**src/hw/rtl/jdpc_pkg.sv**
```systemverilog
// Shared constants, command codes and control types for the joint deadband controller.
package jdpc_pkg;

    localparam int NUM_JOINTS = 3;
    localparam int JW         = (NUM_JOINTS > 1) ? $clog2(NUM_JOINTS) : 1;

    localparam int CMD_W      = 3;
    localparam int JOINT_W    = 3;
    localparam int POS_W      = 16;
    localparam int SPD_W      = 8;
    localparam int DB_W       = 15;
    localparam int IN_DATA_W  = 32;
    localparam int IN_USER_W  = 8;
    localparam int OUT_DATA_W = 16;
    localparam int CFG_IDX_W  = 3;
    localparam int CFG_DATA_W = 64;

    localparam logic [JW-1:0] LAST_IDX = JW'(NUM_JOINTS - 1);

    localparam logic [CMD_W-1:0] CMD_SET_GOAL    = 3'd0;
    localparam logic [CMD_W-1:0] CMD_SAMPLE      = 3'd1;
    localparam logic [CMD_W-1:0] CMD_ENABLE      = 3'd2;
    localparam logic [CMD_W-1:0] CMD_DISABLE     = 3'd3;
    localparam logic [CMD_W-1:0] CMD_ENABLE_ALL  = 3'd4;
    localparam logic [CMD_W-1:0] CMD_DISABLE_ALL = 3'd5;
    localparam logic [CMD_W-1:0] CMD_TICK        = 3'd6;
    localparam logic [CMD_W-1:0] CMD_HOLD        = 3'd7;

    localparam logic [CFG_IDX_W-1:0] REG_MAX_POS  = 3'd0;
    localparam logic [CFG_IDX_W-1:0] REG_MIN_POS  = 3'd1;
    localparam logic [CFG_IDX_W-1:0] REG_MAX_SPD  = 3'd2;
    localparam logic [CFG_IDX_W-1:0] REG_MIN_SPD  = 3'd3;
    localparam logic [CFG_IDX_W-1:0] REG_DEADBAND = 3'd4;

    localparam logic [63:0]     MAX_POS_RST  = 64'h7FFF_7FFF_7FFF_7FFF;
    localparam logic [63:0]     MIN_POS_RST  = 64'h8000_8000_8000_8000;
    localparam logic [31:0]     MAX_SPD_RST  = 32'hFFFF_FFFF;
    localparam logic [31:0]     MIN_SPD_RST  = 32'h0000_0000;
    localparam logic [DB_W-1:0] DEADBAND_RST = 15'd1;

    // Controller to datapath
    typedef struct packed {
        logic          load;
        logic          issue;
        logic          last_res;
        logic [JW-1:0] sel;
    } jdpc_cmd_t;

    // Datapath to controller
    typedef struct packed {
        logic single;
        logic out_free;
    } jdpc_sts_t;

endpackage

```
**src/hw/rtl/joint_deadband_position_controller_top.sv**
```systemverilog
// Top level of the multi-joint bang-bang position controller with deadband.
//
// Channel   Dir  Signals                          Content
// s_axis    in   tvalid tready tdata tuser        request transaction
// m_axis    out  tvalid tready tdata tlast        one result per joint touched
// cfg       in   cfg_we cfg_index cfg_data        limit and deadband registers
//
// A request is accepted, then gives one result per cycle unless the output
// stalls: one for set goal, sample, enable and disable, NUM_JOINTS for the
// sweep commands (tick, hold, enable all, disable all), via the joint counter.
// Reset: all joint goals and positions 0, reached set, drives disabled.
// A stalled output holds the sweep; the next request is accepted while the
// last result still waits in the output register.
module joint_deadband_position_controller_top
    import jdpc_pkg::*;
(
    input  logic                  clk,
    input  logic                  rst_n,
    input  logic                  cfg_we,
    input  logic [CFG_IDX_W-1:0]  cfg_index,
    input  logic [CFG_DATA_W-1:0] cfg_data,
    input  logic                  s_axis_tvalid,
    output logic                  s_axis_tready,
    // joint[2:0], position[18:3], speed[26:19], zero fill
    input  logic [IN_DATA_W-1:0]  s_axis_tdata,
    // cmd[2:0], zero fill
    input  logic [IN_USER_W-1:0]  s_axis_tuser,
    output logic                  m_axis_tvalid,
    input  logic                  m_axis_tready,
    // out_joint[2:0], direction[3], drive_speed[11:4], drive_valid[12],
    // reached[13], rejected[14], zero fill
    output logic [OUT_DATA_W-1:0] m_axis_tdata,
    output logic                  m_axis_tlast
);

    jdpc_cmd_t cmd;
    jdpc_sts_t sts;

    jdpc_ctrl u_ctrl
    (
        .clk           (clk),
        .rst_n         (rst_n),
        .s_axis_tvalid (s_axis_tvalid),
        .s_axis_tready (s_axis_tready),
        .sts           (sts),
        .cmd           (cmd)
    );

    jdpc_dp u_dp
    (
        .clk           (clk),
        .rst_n         (rst_n),
        .cfg_we        (cfg_we),
        .cfg_index     (cfg_index),
        .cfg_data      (cfg_data),
        .s_axis_tdata  (s_axis_tdata),
        .s_axis_tuser  (s_axis_tuser),
        .m_axis_tvalid (m_axis_tvalid),
        .m_axis_tready (m_axis_tready),
        .m_axis_tdata  (m_axis_tdata),
        .m_axis_tlast  (m_axis_tlast),
        .cmd           (cmd),
        .sts           (sts)
    );

endmodule

```
**src/hw/rtl/jdpc_ctrl.sv**
```systemverilog
// Sequencer: accepts one transaction, then steps the joint counter one result per cycle unless stalled.
module jdpc_ctrl
    import jdpc_pkg::*;
(
    input  logic      clk,
    input  logic      rst_n,
    input  logic      s_axis_tvalid,
    output logic      s_axis_tready,
    input  jdpc_sts_t sts,
    output jdpc_cmd_t cmd
);

    localparam logic ST_IDLE = 1'b0;
    localparam logic ST_RUN  = 1'b1;

    logic          state_reg;
    logic          state_next;
    logic [JW-1:0] cnt_reg;
    logic [JW-1:0] cnt_next;

    assign s_axis_tready = (state_reg == ST_IDLE);

    always_comb
    begin
        cmd.load     = s_axis_tvalid && s_axis_tready;
        cmd.issue    = (state_reg == ST_RUN) && sts.out_free;
        cmd.last_res = sts.single || (cnt_reg == LAST_IDX);
        cmd.sel      = cnt_reg;
        state_next   = state_reg;
        cnt_next     = cnt_reg;
        unique case (state_reg)
            ST_IDLE:
            begin
                cnt_next = '0;
                if (cmd.load)
                begin
                    state_next = ST_RUN;
                end
            end
            ST_RUN:
            begin
                if (cmd.issue)
                begin
                    if (cmd.last_res)
                    begin
                        state_next = ST_IDLE;
                        cnt_next   = '0;
                    end
                    else
                    begin
                        cnt_next = cnt_reg + JW'(1);
                    end
                end
            end
            default:
            begin
                state_next = ST_IDLE;
                cnt_next   = '0;
            end
        endcase
    end

    always_ff @(posedge clk or negedge rst_n)
    begin
        if (!rst_n)
        begin
            state_reg <= ST_IDLE;
            cnt_reg   <= '0;
        end
        else
        begin
            state_reg <= state_next;
            cnt_reg   <= cnt_next;
        end
    end

`ifndef ASSERT_OFF
    a_cnt_range: assert property (@(posedge clk) disable iff (!rst_n)
        cnt_reg <= LAST_IDX)
        else $error("joint counter out of range");

    a_last_returns_idle: assert property (@(posedge clk) disable iff (!rst_n)
        cmd.issue && cmd.last_res |=> state_reg == ST_IDLE && cnt_reg == '0)
        else $error("sequencer did not return to idle after last result");

    a_no_accept_while_run: assert property (@(posedge clk) disable iff (!rst_n)
        cmd.load |=> state_reg == ST_RUN && cnt_reg == '0)
        else $error("accepted transaction did not start a sweep at joint 0");
`endif

endmodule

```
**src/hw/rtl/jdpc_dp.sv**
```systemverilog
// Datapath: configuration registers, per-joint state, result logic and output register.
module jdpc_dp
    import jdpc_pkg::*;
(
    input  logic                  clk,
    input  logic                  rst_n,
    input  logic                  cfg_we,
    input  logic [CFG_IDX_W-1:0]  cfg_index,
    input  logic [CFG_DATA_W-1:0] cfg_data,
    input  logic [IN_DATA_W-1:0]  s_axis_tdata,
    input  logic [IN_USER_W-1:0]  s_axis_tuser,
    output logic                  m_axis_tvalid,
    input  logic                  m_axis_tready,
    output logic [OUT_DATA_W-1:0] m_axis_tdata,
    output logic                  m_axis_tlast,
    input  jdpc_cmd_t             cmd,
    output jdpc_sts_t             sts
);

    // Configuration
    logic [63:0]     max_pos_reg;
    logic [63:0]     min_pos_reg;
    logic [31:0]     max_spd_reg;
    logic [31:0]     min_spd_reg;
    logic [DB_W-1:0] db_reg;

    // Per-joint state
    logic signed [POS_W-1:0] goal_pos_reg [NUM_JOINTS];
    logic signed [POS_W-1:0] goal_pos_next [NUM_JOINTS];
    logic [SPD_W-1:0]        goal_spd_reg [NUM_JOINTS];
    logic [SPD_W-1:0]        goal_spd_next [NUM_JOINTS];
    logic signed [POS_W-1:0] act_pos_reg [NUM_JOINTS];
    logic signed [POS_W-1:0] act_pos_next [NUM_JOINTS];
    logic [NUM_JOINTS-1:0]   rch_reg;
    logic [NUM_JOINTS-1:0]   rch_next;
    logic [NUM_JOINTS-1:0]   en_reg;
    logic [NUM_JOINTS-1:0]   en_next;

    // Held transaction
    logic [CMD_W-1:0]        item_cmd_reg;
    logic [JOINT_W-1:0]      item_joint_reg;
    logic signed [POS_W-1:0] item_pos_reg;
    logic [SPD_W-1:0]        item_spd_reg;

    // Output register
    logic                  out_valid_reg;
    logic                  out_valid_next;
    logic [OUT_DATA_W-1:0] out_data_reg;
    logic [OUT_DATA_W-1:0] out_data_next;
    logic                  out_last_reg;

    logic                    single;
    logic                    bad_joint;
    logic [JW-1:0]           k;
    logic [JOINT_W-1:0]      oj;
    logic signed [POS_W-1:0] goal_sel;
    logic signed [POS_W-1:0] act_sel;
    logic signed [POS_W-1:0] max_f;
    logic signed [POS_W-1:0] min_f;
    logic [SPD_W-1:0]        smax_f;
    logic [SPD_W-1:0]        smin_f;
    logic                    lim_bad;
    logic signed [POS_W:0]   delta;
    logic signed [POS_W:0]   eps;
    logic signed [POS_W:0]   neg_eps;
    logic                    r_dir;
    logic [SPD_W-1:0]        r_spd;
    logic                    r_valid;
    logic                    r_rch;
    logic                    r_rej;

    assign single    = (item_cmd_reg <= CMD_DISABLE);
    assign bad_joint = single && (item_joint_reg >= JOINT_W'(NUM_JOINTS));
    assign k         = single ? item_joint_reg[JW-1:0] : cmd.sel;
    assign oj        = single ? item_joint_reg : JOINT_W'(cmd.sel);

    assign goal_sel = goal_pos_reg[k];
    assign act_sel  = act_pos_reg[k];
    assign max_f    = $signed(max_pos_reg[POS_W*k +: POS_W]);
    assign min_f    = $signed(min_pos_reg[POS_W*k +: POS_W]);
    assign smax_f   = max_spd_reg[SPD_W*k +: SPD_W];
    assign smin_f   = min_spd_reg[SPD_W*k +: SPD_W];

    assign lim_bad = (item_pos_reg > max_f) || (item_pos_reg < min_f) ||
                     (item_spd_reg > smax_f) || (item_spd_reg < smin_f);

    // Exact error, one guard bit
    assign delta   = $signed({act_sel[POS_W-1], act_sel}) -
                     $signed({goal_sel[POS_W-1], goal_sel});
    assign eps     = $signed({2'b00, db_reg});
    assign neg_eps = -eps;

    always_comb
    begin
        goal_pos_next = goal_pos_reg;
        goal_spd_next = goal_spd_reg;
        act_pos_next  = act_pos_reg;
        rch_next      = rch_reg;
        en_next       = en_reg;
        r_dir         = 1'b0;
        r_spd         = '0;
        r_valid       = 1'b0;
        r_rej         = 1'b0;
        if (cmd.issue && !bad_joint)
        begin
            case (item_cmd_reg) inside
                CMD_SET_GOAL:
                begin
                    if (lim_bad)
                    begin
                        r_rej = 1'b1;
                    end
                    else if (goal_sel != item_pos_reg)
                    begin
                        goal_pos_next[k] = item_pos_reg;
                        goal_spd_next[k] = item_spd_reg;
                        rch_next[k]      = 1'b0;
                    end
                end
                CMD_SAMPLE:
                begin
                    act_pos_next[k] = item_pos_reg;
                end
                CMD_ENABLE, CMD_ENABLE_ALL:
                begin
                    en_next[k] = 1'b1;
                end
                CMD_DISABLE, CMD_DISABLE_ALL:
                begin
                    en_next[k] = 1'b0;
                end
                CMD_HOLD:
                begin
                    goal_pos_next[k] = act_sel;
                    rch_next[k]      = 1'b1;
                end
                CMD_TICK:
                begin
                    if (en_reg[k])
                    begin
                        r_valid = 1'b1;
                        if (delta >= eps)
                        begin
                            r_spd = goal_spd_reg[k];
                        end
                        else if (delta <= neg_eps)
                        begin
                            r_dir = 1'b1;
                            r_spd = goal_spd_reg[k];
                        end
                        else
                        begin
                            rch_next[k] = 1'b1;
                        end
                    end
                end
                default:
                begin
                end
            endcase
        end
        if (bad_joint)
        begin
            r_rej = 1'b1;
            r_rch = 1'b0;
        end
        else
        begin
            r_rch = rch_next[k];
        end
    end

    // Pack result: out_joint, direction, drive_speed, drive_valid, reached, rejected
    assign out_data_next = {1'b0, r_rej, r_rch, r_valid, r_spd, r_dir, oj};

    always_comb
    begin
        out_valid_next = out_valid_reg;
        if (cmd.issue)
        begin
            out_valid_next = 1'b1;
        end
        else if (m_axis_tready)
        begin
            out_valid_next = 1'b0;
        end
    end

    assign sts.single   = single;
    assign sts.out_free = !out_valid_reg || m_axis_tready;

    assign m_axis_tvalid = out_valid_reg;
    assign m_axis_tdata  = out_data_reg;
    assign m_axis_tlast  = out_last_reg;

    always_ff @(posedge clk or negedge rst_n)
    begin
        if (!rst_n)
        begin
            max_pos_reg <= MAX_POS_RST;
            min_pos_reg <= MIN_POS_RST;
            max_spd_reg <= MAX_SPD_RST;
            min_spd_reg <= MIN_SPD_RST;
            db_reg      <= DEADBAND_RST;
        end
        else if (cfg_we)
        begin
            unique case (cfg_index)
                REG_MAX_POS:  max_pos_reg <= cfg_data;
                REG_MIN_POS:  min_pos_reg <= cfg_data;
                REG_MAX_SPD:  max_spd_reg <= cfg_data[31:0];
                REG_MIN_SPD:  min_spd_reg <= cfg_data[31:0];
                REG_DEADBAND: db_reg      <= cfg_data[DB_W-1:0];
                default:
                begin
                end
            endcase
        end
    end

    always_ff @(posedge clk or negedge rst_n)
    begin
        if (!rst_n)
        begin
            for (int i = 0; i < NUM_JOINTS; i++)
            begin
                goal_pos_reg[i] <= '0;
                goal_spd_reg[i] <= '0;
                act_pos_reg[i]  <= '0;
            end
            rch_reg       <= '1;
            en_reg        <= '0;
            out_valid_reg <= 1'b0;
        end
        else
        begin
            goal_pos_reg  <= goal_pos_next;
            goal_spd_reg  <= goal_spd_next;
            act_pos_reg   <= act_pos_next;
            rch_reg       <= rch_next;
            en_reg        <= en_next;
            out_valid_reg <= out_valid_next;
        end
    end

    always_ff @(posedge clk)
    begin
        if (cmd.load)
        begin
            item_cmd_reg   <= s_axis_tuser[CMD_W-1:0];
            item_joint_reg <= s_axis_tdata[JOINT_W-1:0];
            item_pos_reg   <= $signed(s_axis_tdata[JOINT_W +: POS_W]);
            item_spd_reg   <= s_axis_tdata[JOINT_W+POS_W +: SPD_W];
        end
        if (cmd.issue)
        begin
            out_data_reg <= out_data_next;
            out_last_reg <= cmd.last_res;
        end
    end

`ifndef ASSERT_OFF
    a_issue_slot_free: assert property (@(posedge clk) disable iff (!rst_n)
        cmd.issue |-> (!out_valid_reg || m_axis_tready))
        else $error("result issued over an untaken result");

    a_issue_shows: assert property (@(posedge clk) disable iff (!rst_n)
        cmd.issue |=> m_axis_tvalid && m_axis_tlast == $past(cmd.last_res))
        else $error("issued result not presented");

    a_stall_holds: assert property (@(posedge clk) disable iff (!rst_n)
        m_axis_tvalid && !m_axis_tready |=> m_axis_tvalid && $stable(m_axis_tdata) &&
            $stable(m_axis_tlast))
        else $error("stalled result changed");
`endif

endmodule

```
**config.mk**
```make
export PLATFORM = sky130hd
export DESIGN_NAME = joint_deadband_position_controller_top
export DESIGN_NICKNAME = d
export VERILOG_FILES = /design/src/hw/rtl/jdpc_pkg.sv /design/src/hw/rtl/joint_deadband_position_controller_top.sv /design/src/hw/rtl/jdpc_ctrl.sv /design/src/hw/rtl/jdpc_dp.sv
export SDC_FILE = /design/constraint.sdc
export NUM_CORES = 1
export LEC_CHECK = 0
export BUFFER_PORTS_ARGS = -buffer_cell sky130_fd_sc_hd__buf_2
export CAP_MARGIN = 10
export CORE_MARGIN = 3
export CORE_UTILIZATION = 30
export CTS_CLUSTER_DIAMETER = 30
export DETAILED_ROUTE_END_ITERATION = 7
export PLACE_DENSITY_LB_ADDON = 0.3
export SLEW_MARGIN = 15
export SYNTH_ARGS = -nofsm -noshare
export SYNTH_HDL_FRONTEND = slang
export SYNTH_HIERARCHICAL = 1
export SYNTH_SLANG_ARGS = --single-unit
```
**constraint.sdc**
```tcl
create_clock -name clk -period 8.35 [get_ports clk]
set_input_delay 0.835 -clock clk [delete_from_list [all_inputs] [get_ports clk]]
set_output_delay 0.835 -clock clk [all_outputs]
set_load 0.05 [all_outputs]
```
==> results.sh <==
export IMPL_coreArea_sq_um=66100
export IMPL_grt_overflow=0
export IMPL_hold_ws_ns=0.271
export IMPL_fin_nets=1942
export IMPL_tritoncts="built"
export IMPL_synth_cell_type_count=71
export IMPL_async_flop_share=0.880
export IMPL_path_delay_family="simple AND/OR/NAND/NOR gates"
export IMPL_wl_met1_um=24500
export IMPL_drv_cap=0
export IMPL_synthTopCellsByArea="dfrtp_1, mux2_2, dfstp_2"
export IMPL_path_common_cell="a21oi_1"
export IMPL_setup_worst_path_end_class="register"
export IMPL_cts_setup_buffers=0
export IMPL_grt_first_pass_wirelength_um=86100
export IMPL_grt_pass1_vias=14300
export IMPL_wl_met2_um=27200
export IMPL_clk_path_buf_depth=3
export IMPL_cts_hold_buf=0
export IMPL_dr_wl_met3_um=2050
export IMPL_path_cells="mux2i_4 -> inv_4 -> nor2_2 -> a22oi_2 -> ha_1 -> a21oi_1 -> and3b_1 -> o21a_1 -> nand2_1 -> a31oi_1 -> a21o_1 -> a211oi_1 -> nor2_1 -> ha_1 -> and4_1 -> nand4_1 -> or3_1 -> a21oi_1 -> nor2_1 -> a31o_2 -> a21oi_1 -> nor2b_1"
export IMPL_critPathMaxStageDelay_ns=0.90
export IMPL_slowest_stage="nor2_2"
export IMPL_cp_data_arrival_time_ns=7.49
export IMPL_criticalPathCategory="register to register"
export IMPL_layout_drive_gt1_share=0.441
export IMPL_wl_per_cell_um=20.6
export IMPL_synthCells=1572
export IMPL_grt_max_degree=95
export IMPL_fmax_mhz=142
export IMPL_yosysTopAreaCell="dfrtp_1"
export IMPL_powerDensity_nw_per_um2=420
export IMPL_synth_seq_cells=383
export IMPL_skew_ns=0.0338
export IMPL_synthFlopType="dfrtp_1"
export IMPL_ys_warn_count=6
export IMPL_grt_use_total=0.159
export IMPL_reg2reg_slack_ns=1.30
export IMPL_cts_root_buffer_cell="clkbuf_16"
export IMPL_ys_seq_area_frac=0.493
export IMPL_cts_buffers=90
export IMPL_place_congestion=0.834
export IMPL_wl_um=55200
export IMPL_cts_resized_gates=0
export IMPL_synth_edff_count=46
export IMPL_drv_slew=0
export IMPL_die_height_um=265
export IMPL_area_growth_pct=24.1
export IMPL_insertion_delay_ns=0.62
export IMPL_rows=94
export IMPL_finalHoldViolCount=0
export IMPL_avgViaCountPerCell=4.97
export IMPL_ff2ff_path_depth=22
export IMPL_place_port_buffers=119
export IMPL_required_ns=8.80
export IMPL_syn_area_per_cell_sq_um=12.8
export IMPL_finalSetupTns_ns=0
export IMPL_worst_setup_path_start_kind="register"
export IMPL_timing_rr_start="u_dp/item_cmd_reg[2]$_DFFE_PP_"
export IMPL_routed_top_layer="met4"
export IMPL_status="completed"
export IMPL_dr_pass1_iters=5
export IMPL_p_total_w=0.0105
export IMPL_min_period_ns=7.05
export IMPL_clock_sinks=383
export IMPL_cts_htree_levels=3
export IMPL_slew_headroom=0.312
export IMPL_synth_top_area_frac=0.294
export IMPL_clkTransAtPathRegs_ns=0.04
export IMPL_chipWidth_um=265
export IMPL_synth_area_sq_um=20100
export IMPL_leakagePower_nw=10.7
export IMPL_worstHoldPathType="primary input to async pin"
export IMPL_fin_crit_sh=0.844
export IMPL_rsz0062_at_grt="false"
export IMPL_design_die_area_sq_um=70300
export IMPL_post_dp_hpwl_um=38700
export IMPL_num_vias=13300
export IMPL_tightest_slew_ns=1.03
export IMPL_drc=0
export IMPL_drt_iter0_markers=715
export IMPL_grt_antenna_before_repair=2
export IMPL_setup_viol=0
export IMPL_synth_nets=1780
export IMPL_final_antenna_net_count=0
export IMPL_top_level_ports=131
export IMPL_path_buf_inv=1
export IMPL_ir_drop_mv=0.231
export IMPL_crit_path_max_fanout=42
export IMPL_initial_core_util=0.305
export IMPL_reg2reg_to="u_dp/m_axis_tdata[10]$_SDFFCE_PP0P_"
## through the flow
| step | cell area (sq um) | cells | worst slack (ns) | util |
|---|---|---|---|---|
| 2_1_floorplan | 20100 | 1572 | 2.53 | - |
| 3_3_place_gp | 21700 | 2506 | 1.33 | 0.329 |
| 3_5_place_dp | 21700 | 2506 | 1.32 | 0.329 |
| 4_1_cts | 25000 | 2674 | 1.31 | 0.378 |
| 5_1_grt | 25000 | 2674 | 0.615 | 0.378 |
| 6_report | 25000 | 2676 | 1.30 | 0.378 |
## cells in the mapped netlist (all sizes together) (4+ instances only)
cell type and number:
mux2 330, dfrtp 237, nand2 111, dfstp 100, ha 95, inv 81, a21oi 70, o21ai 57
mux4 48, edfxtp 46, nor2 46, clkbuf 44, mux2i 31, buf 29, xnor2 22, a21o 17
o21a 16, a31oi 15, nand4 15, o22ai 14, nor2b 13, nand3 11, a211oi 10, nor3 10
nand2b 9, xor2 8, nor4 7, o2111ai 7, o211ai 7, a22o 5, a22oi 4, and3 4
o31ai 4
## placed cells by master, fill, tap and decap left out, drive strengths merged, types with 11 or more instances in the layout
master  instances
o21a           16
a31oi          15
nand3          11
a21oi          70
clkbuf        117
bufinv         14
mux2i          31
mux4           48
nand2         111
edfxtp         46
nor2           46
nor2b          13
dfstp         100
o21ai          57
clkinv         29
dfrtp         237
mux2          330
inv            84
o22ai          14
buf           143
xnor2          22
a21o           17
ha             95
nand4          15
## layer usage
metal	up-vias	track usage
li1	6130	-
met1	6803	0.203
met2	267	0.269
met3	93	0.0320
met4	0	0.0533
met5	-	0
## cell families after synthesis
logic type | Yosys count | synth area share
other cells | 1 | 0.000186
mux | 409 | 0.260
simple gates | 253 | 0.0622
buf+inv | 154 | 0.0317
flops | 383 | 0.493
xor+xnor | 30 | 0.0130
compound gates | 246 | 0.0790
fa+ha+maj | 96 | 0.0600
## layout make-up
cell class	instances	area, sq um
Tap cell	864	1080
Multi-Input combinational cell	1035	9620
Sequential cell	383	9940
Inverter	81	307
Clock buffer	117	2530
Fill cell	6360	41100
Timing Repair Buffer	143	786
Antenna cell	2	5.00
Clock inverter	51	721
## how the worst max path moves through the flow
stage | startpoint | to | slack [ns] | cells after the start
after floorplan | u_dp/item_cmd_reg[2]$_DFFE_PP_ | u_dp/m_axis_tdata[13]$_SDFFCE_PP0P_ | 2.53 | 30
after global placement | u_dp/item_cmd_reg[2]$_DFFE_PP_ | u_dp/m_axis_tdata[6]$_SDFFCE_PP0P_ | 1.33 | 22
after detailed placement | u_dp/item_cmd_reg[2]$_DFFE_PP_ | u_dp/m_axis_tdata[5]$_SDFFCE_PP0P_ | 1.32 | 22
after CTS | u_dp/item_cmd_reg[2]$_DFFE_PP_ | u_dp/m_axis_tdata[10]$_SDFFCE_PP0P_ | 1.31 | 22
after global routing | u_dp/item_cmd_reg[2]$_DFFE_PP_ | u_dp/m_axis_tdata[10]$_SDFFCE_PP0P_ | 0.62 | 23
final | u_dp/item_cmd_reg[2]$_DFFE_PP_ | u_dp/m_axis_tdata[10]$_SDFFCE_PP0P_ | 1.30 | 22
## report_power, final
group | internal, W | switching, W | leakage (nW) | total (W)
Combinational | 0.00178 | 0.00223 | 4.62 | 0.00402
Clock | 0.00256 | 0.00110 | 1.59 | 0.00366
Sequential | 0.00249 | 0.000322 | 4.51 | 0.00281
(Power assumes the default switching activity.)
